File: src/sv/mpa_pkg.sv
// ----------------------------------------------------------------------------
// mpa_pkg: shared definitions for max pooling with argmax
// Capacities, register reset values and indexes, controller state encoding
// and the command and status groups between controller and datapath.
// ----------------------------------------------------------------------------
package mpa_pkg;

  // Default capacities of the line store.
  localparam int MPA_ROW_CAP    = 1024;
  localparam int MPA_WINDOW_CAP = 8;

  // Widths of the configuration port and of the fixed fields.
  localparam int CFG_IDX_W  = 4;
  localparam int CFG_DATA_W = 16;
  localparam int SAMPLE_W   = 16;
  localparam int ROWS_W     = 16;
  localparam int COLS_W     = 11;
  localparam int WIN_W      = 4;
  localparam int STEP_W     = 4;
  localparam int POS_W      = 6;
  localparam int RES_COL_W  = 10;

  // Register indexes.
  localparam logic [CFG_IDX_W-1:0] CFG_ROWS_PER_PLANE  = 4'd0;
  localparam logic [CFG_IDX_W-1:0] CFG_SAMPLES_PER_ROW = 4'd1;
  localparam logic [CFG_IDX_W-1:0] CFG_WINDOW_SIZE     = 4'd2;
  localparam logic [CFG_IDX_W-1:0] CFG_WINDOW_STEP     = 4'd3;

  // Register reset values.
  localparam logic [ROWS_W-1:0] RST_ROWS_PER_PLANE  = 16'd32;
  localparam logic [COLS_W-1:0] RST_SAMPLES_PER_ROW = 11'd32;
  localparam logic [WIN_W-1:0]  RST_WINDOW_SIZE     = 4'd2;
  localparam logic [STEP_W-1:0] RST_WINDOW_STEP     = 4'd2;

  // Controller states.
  typedef enum logic [1:0] {
    ST_IDLE,
    ST_SCAN,
    ST_LAST,
    ST_HOLD
  } mpa_state_t;

  // Commands from controller to datapath.
  typedef struct packed {
    logic accept;  // a sample request is taken this cycle
    logic rd;      // issue one line store read of the window scan
    logic load;    // move the finished window into the output register
  } mpa_cmd_t;

  // Status from datapath to controller.
  typedef struct packed {
    logic hit;        // the next sample closes a window
    logic scan_last;  // the read issued now is the last of the window
    logic out_free;   // the output register can take a result this cycle
  } mpa_status_t;

endpackage

File: src/sv/mpa_ctrl.sv
// ----------------------------------------------------------------------------
// mpa_ctrl: controller of the max pooling block
// Takes sample requests, runs the window scan and hands the result over.
// ----------------------------------------------------------------------------
module mpa_ctrl (
  input  logic                 clk,
  input  logic                 rst_n,
  input  logic                 in_valid,
  output logic                 in_ready,
  input  mpa_pkg::mpa_status_t status,
  output mpa_pkg::mpa_cmd_t    cmd
);

  mpa_pkg::mpa_state_t state_r;
  mpa_pkg::mpa_state_t state_nxt;

  // State register.
  always_ff @(posedge clk) begin
    if (!rst_n) begin
      state_r <= mpa_pkg::ST_IDLE;
    end else begin
      state_r <= state_nxt;
    end
  end

  // Next state.
  always_comb begin
    state_nxt = state_r;
    unique case (state_r)
      mpa_pkg::ST_IDLE: begin
        if (in_valid && status.hit) begin
          state_nxt = mpa_pkg::ST_SCAN;
        end
      end
      mpa_pkg::ST_SCAN: begin
        if (status.scan_last) begin
          state_nxt = mpa_pkg::ST_LAST;
        end
      end
      mpa_pkg::ST_LAST: begin
        state_nxt = mpa_pkg::ST_HOLD;
      end
      mpa_pkg::ST_HOLD: begin
        if (status.out_free) begin
          state_nxt = mpa_pkg::ST_IDLE;
        end
      end
      default: begin
        state_nxt = mpa_pkg::ST_IDLE;
      end
    endcase
  end

  // Outputs.
  always_comb begin
    in_ready   = 1'b0;
    cmd.accept = 1'b0;
    cmd.rd     = 1'b0;
    cmd.load   = 1'b0;
    unique case (state_r)
      mpa_pkg::ST_IDLE: begin
        in_ready   = 1'b1;
        cmd.accept = in_valid;
      end
      mpa_pkg::ST_SCAN: begin
        cmd.rd = 1'b1;
      end
      mpa_pkg::ST_LAST: begin
        cmd.load = 1'b0;
      end
      mpa_pkg::ST_HOLD: begin
        cmd.load = status.out_free;
      end
      default: begin
        in_ready = 1'b0;
      end
    endcase
  end

endmodule

File: config.mk
export PLATFORM = sky130hd
export DESIGN_NAME = mpa_ctrl
export DESIGN_NICKNAME = d
export VERILOG_FILES = /design/src/sv/mpa_pkg.sv /design/src/sv/mpa_ctrl.sv
export SDC_FILE = /design/constraint.sdc
export NUM_CORES = 1
export LEC_CHECK = 0
export ABC_AREA = 1
export BUFFER_PORTS_ARGS = -buffer_cell sky130_fd_sc_hd__buf_2
export CAP_MARGIN = 20
export CORE_AREA = 2 2 39 41
export DETAILED_ROUTE_END_ITERATION = 16
export DIE_AREA = 0 0 41 43
export HOLD_SLACK_MARGIN = 0.1
export PLACE_DENSITY_LB_ADDON = 0.05
export RECOVER_POWER = 25
export SLEW_MARGIN = 10
export SYNTH_ARGS = -nofsm -noshare
export SYNTH_HDL_FRONTEND = slang
export SYNTH_SLANG_ARGS = --single-unit
File: constraint.sdc
create_clock -name clk -period 3.01 [get_ports clk]
set_input_delay 0.903 -clock clk [delete_from_list [all_inputs] [get_ports clk]]
set_output_delay 0.903 -clock clk [all_outputs]
set_load 0.02 [all_outputs]
* Word level (Yosys, flattened, before mapping) *
Index checks and enable logic that the tools add are counted.

operators by class
  mux-type cells = 8
  equal/unequal tests = 6
  reduce and logical (&&, ||, !) cells = 3

operators with widths
  kind                                                                   number
  2-bit one-hot mux with 4 select lines                                  1
  2-bit 2-to-1 mux                                                       3
  2-bit != test, second input constant                                   3
  2-bit equality test, second input constant                             2
  1-bit 2-to-1 mux                                                       4
  3-bit AND reduction                                                    1
  2-bit by 1-bit equality test with 1-bit output, second input constant  1
  2-bit zero test                                                        1
  1-bit logical AND                                                      1

word-level totals
  output and inout bits = 4
  word-level logic and storage cells = 18
  input bits = 6
  bits in registers = 2

* Depth between registers and ports, before layout *
  word-level depth = 3
  mapped depth = 7
  depth with buffers taken out = 7

* Least setup slack after synthesis *
Ideal clock, no wire load.

  path type = input -> output
  start point = input in_valid
  end point = output cmd[2] (netlist name)
  slack = 1017 ps
  data required time = 2107 ps
  stages = 2
  path buffers = 0
  arrival = 1090 ps
  path through = nand2_1 > inv_1

RTL lines
  what                RTL line        RTL
  start: declaration  mpa_ctrl.sv:8   input logic in_valid,
  end: declaration    mpa_ctrl.sv:11  output mpa_pkg::mpa_cmd_t cmd

==> metrics.md <==
| Metric | Value |
|---|---|
| Worst slew pin tran | 129 ps |
| Regs by FF count | state_r (2) |
| Post-route setup TNS | 0 ps |
| Buffers on Ports | 9 |
| Hold Buf Count CTS | 0 |
| Final Cycle Share | 0.710 |
| Critical path endpoint category | primary output |
| Outcome | completed |
| CTS tree | done |
| Reg2reg end | state_r[0] |
| Max_cap viols | 0 |
| Largest register by flop count | state_r |
| Area Overhead vs Synth | 39.5% |
| Width of the die | around 40 microns |
| Cell type with the highest aggregate area in the netlist | ha_1 |
| Final setup fails | 0 |
| I/O Pins | 10 |
| CTS Root Cell | clkbuf_4 |
| Power, Total | ~0.31 mW |
| Row cnt | 14 |
| Maximum vdd drop | a little under 0.3 mV |
| Fmax | between 0.4 and 0.5 GHz |
| Max Slew Vio Count | 0 |
| Detailed Place HPWL | 374 microns |
| DR pass1 iterations | 1 |
| Worst Clk Skew | 3.17 ps |
| Post-synth cell types | 8 |
| Setup crit start kind | input port |
| Gr ovfl total | 0 |
| N_diodes | 0 |
| Crit Path Max Fanout | 2 |
| Area contributors post-synth | ha_1 29%, dfxtp_1 19%, inv_1 16%, nand2_1 12%, nand2_2 8.7% |
| Synth top area share | 0.291 |
| R2R cell count | 7 |
| Post-DRT Antenna Nets | 0 |
| Synth warnings | 0 |
| Layout cells sized above 1 | 0.341 |
| Clock-pin slew on the worst setup and hold paths | 30 ps |
| Fin crit period | 2140 ps |
| Clock buffer depth | 2 |
| Cts repair resizes | 0 |
| Synthesized area per cell | a little under 7 sq um |
| Hold WC Path Type | register to register |
| Pwr/cell area | 1030 nW/um^2 |
| Total wire length | approximately 440 microns |
| Vias | 214 |
| Setup bufs post-CTS | 0 |
| Clock Latency Late Sink | about 220 ps |
| #FFs+latches synth | 2 |
| Clk sinks | 2 |
| DR WL/cell | 7.28 microns |
| P_leak | 0.198 nW |
| Critical path origin | in_valid |
| Final GP Congestion | 0.613 |
| FF-to-FF Start | state_r[0] |
| Critical Path AT | 1240 ps |
| Vias in the first global route | 192 |
| CTS Buf Count | 3 |
| DR iter-0 viols | 0 |
| Largest register FFs | 2 |
| Type of the worst setup path | input port to primary output |
| Drc violations | 0 |
| Gate Count Post-Synth | 32 |
| Initial antenna violation count | 0 |
| Worst rel slew slack | 0.914 |
| Worst endpoint required time | 2110 ps |
| Vias per cell | 3.57 |
| Mapped cell area | 215 sq um |
| Die area | 1760 sq um |
| Seq/Total Area, Yosys | 0.186 |
| Starting Density | 0.156 |
| Pin count of the biggest net entering global routing | 5 |
| Worst reg2reg setup slack | ~1900 ps |
| RSZ-0062 raised after global routing | no |
| Final Hold Fails | 0 |
| First-pass GRT wire length | 710 microns |
| Hold Worst Slack | 623 ps |
| Critical Path Sink | cmd[2] |
| Core Region | 1380 sq um |
| # H-tree levels | 1 |
| GRT Overall Usage | 0.0651 |
| Syn_nets | 43 |
| Final nets | 57 |
| Die H | around 43 microns |
[worst max-delay path: stages]
cell and delay [ps]:
buf_2 100, nand2_1 50, inv_1 30, buf_2 140
[stage by stage]
| step | util | setup WS [ps] | area [sq um] | instances |
|---|---|---|---|---|
| after floorplan | - | 1020 | 215 | 32 |
| after global placement | 0.203 | 876 | 280 | 57 |
| after detailed placement | 0.203 | 864 | 280 | 57 |
| after CTS | 0.219 | 864 | 303 | 60 |
| after global routing | 0.217 | 842 | 300 | 60 |
| final | 0.217 | 872 | 300 | 60 |
[kinds of logic (layout without fill, tap and decap cells)]
kind of cell	after synthesis	after routing	synth area share
adders and majority gates	5	5	0.291
buffers and inverters	9	21	0.157
DFF	2	2	0.186
and+or+nand+nor	16	16	0.366
[synthesized netlist by cell type]
cell and number:
nand2_2 3, nand4_1 2, nand2_1 7, dfxtp_1 2
inv_1 9, ha_1 5, nor2_1 3, nand3_2 1
[layer usage]
layer | global-route usage | wire length [microns] | vias up
met4 | 0.0600 | 0 | 0
met5 | 0 | 0 | -
met2 | 0.0906 | 205 | 8
met1 | 0.0669 | 165 | 87
met3 | 0.0314 | 65 | 0
li1 | - | - | 119
[layout by cell type (no fill, tap or decap)]
master / instances
dfxtp_1: 2
inv_1: 9
nor2_1: 3
clkbuf_4: 3
nand2_2: 2
nand2_1: 8
nand3_2: 1
ha_1: 5
nand4_1: 2
buf_2: 9
[final cells by class]
cell class	count	area, sq um
clock buffers	3	22.5
fillers	169	1080
inverters	9	33.8
multi-input cells	21	139
flip-flops and latches	2	40.0
well taps	16	20.0
repair buffers	9	45.0
[report_power, final]
part	internal [mW]	leakage, nW	switching, mW
sequential	0.0411	0.0166	0.0106
clock	0.0440	0.0138	0.0155
combinational	0.0734	0.167	0.124
total	0.159	0.198	0.151
[worst min path at each step]
stage	depth (start not counted)	startpoint	slack, ps	to
4_1_cts	4	state_r[1]	630	state_r[1]
3_3_place_gp	4	state_r[1]	640	state_r[1]
3_5_place_dp	4	state_r[1]	620	state_r[1]
5_1_grt	4	state_r[1]	680	state_r[1]
2_1_floorplan	4	state_r[1]	570	state_r[1]
6_report	4	state_r[1]	620	state_r[1]
No activity file was read; power rests on OpenSTA's default activity.
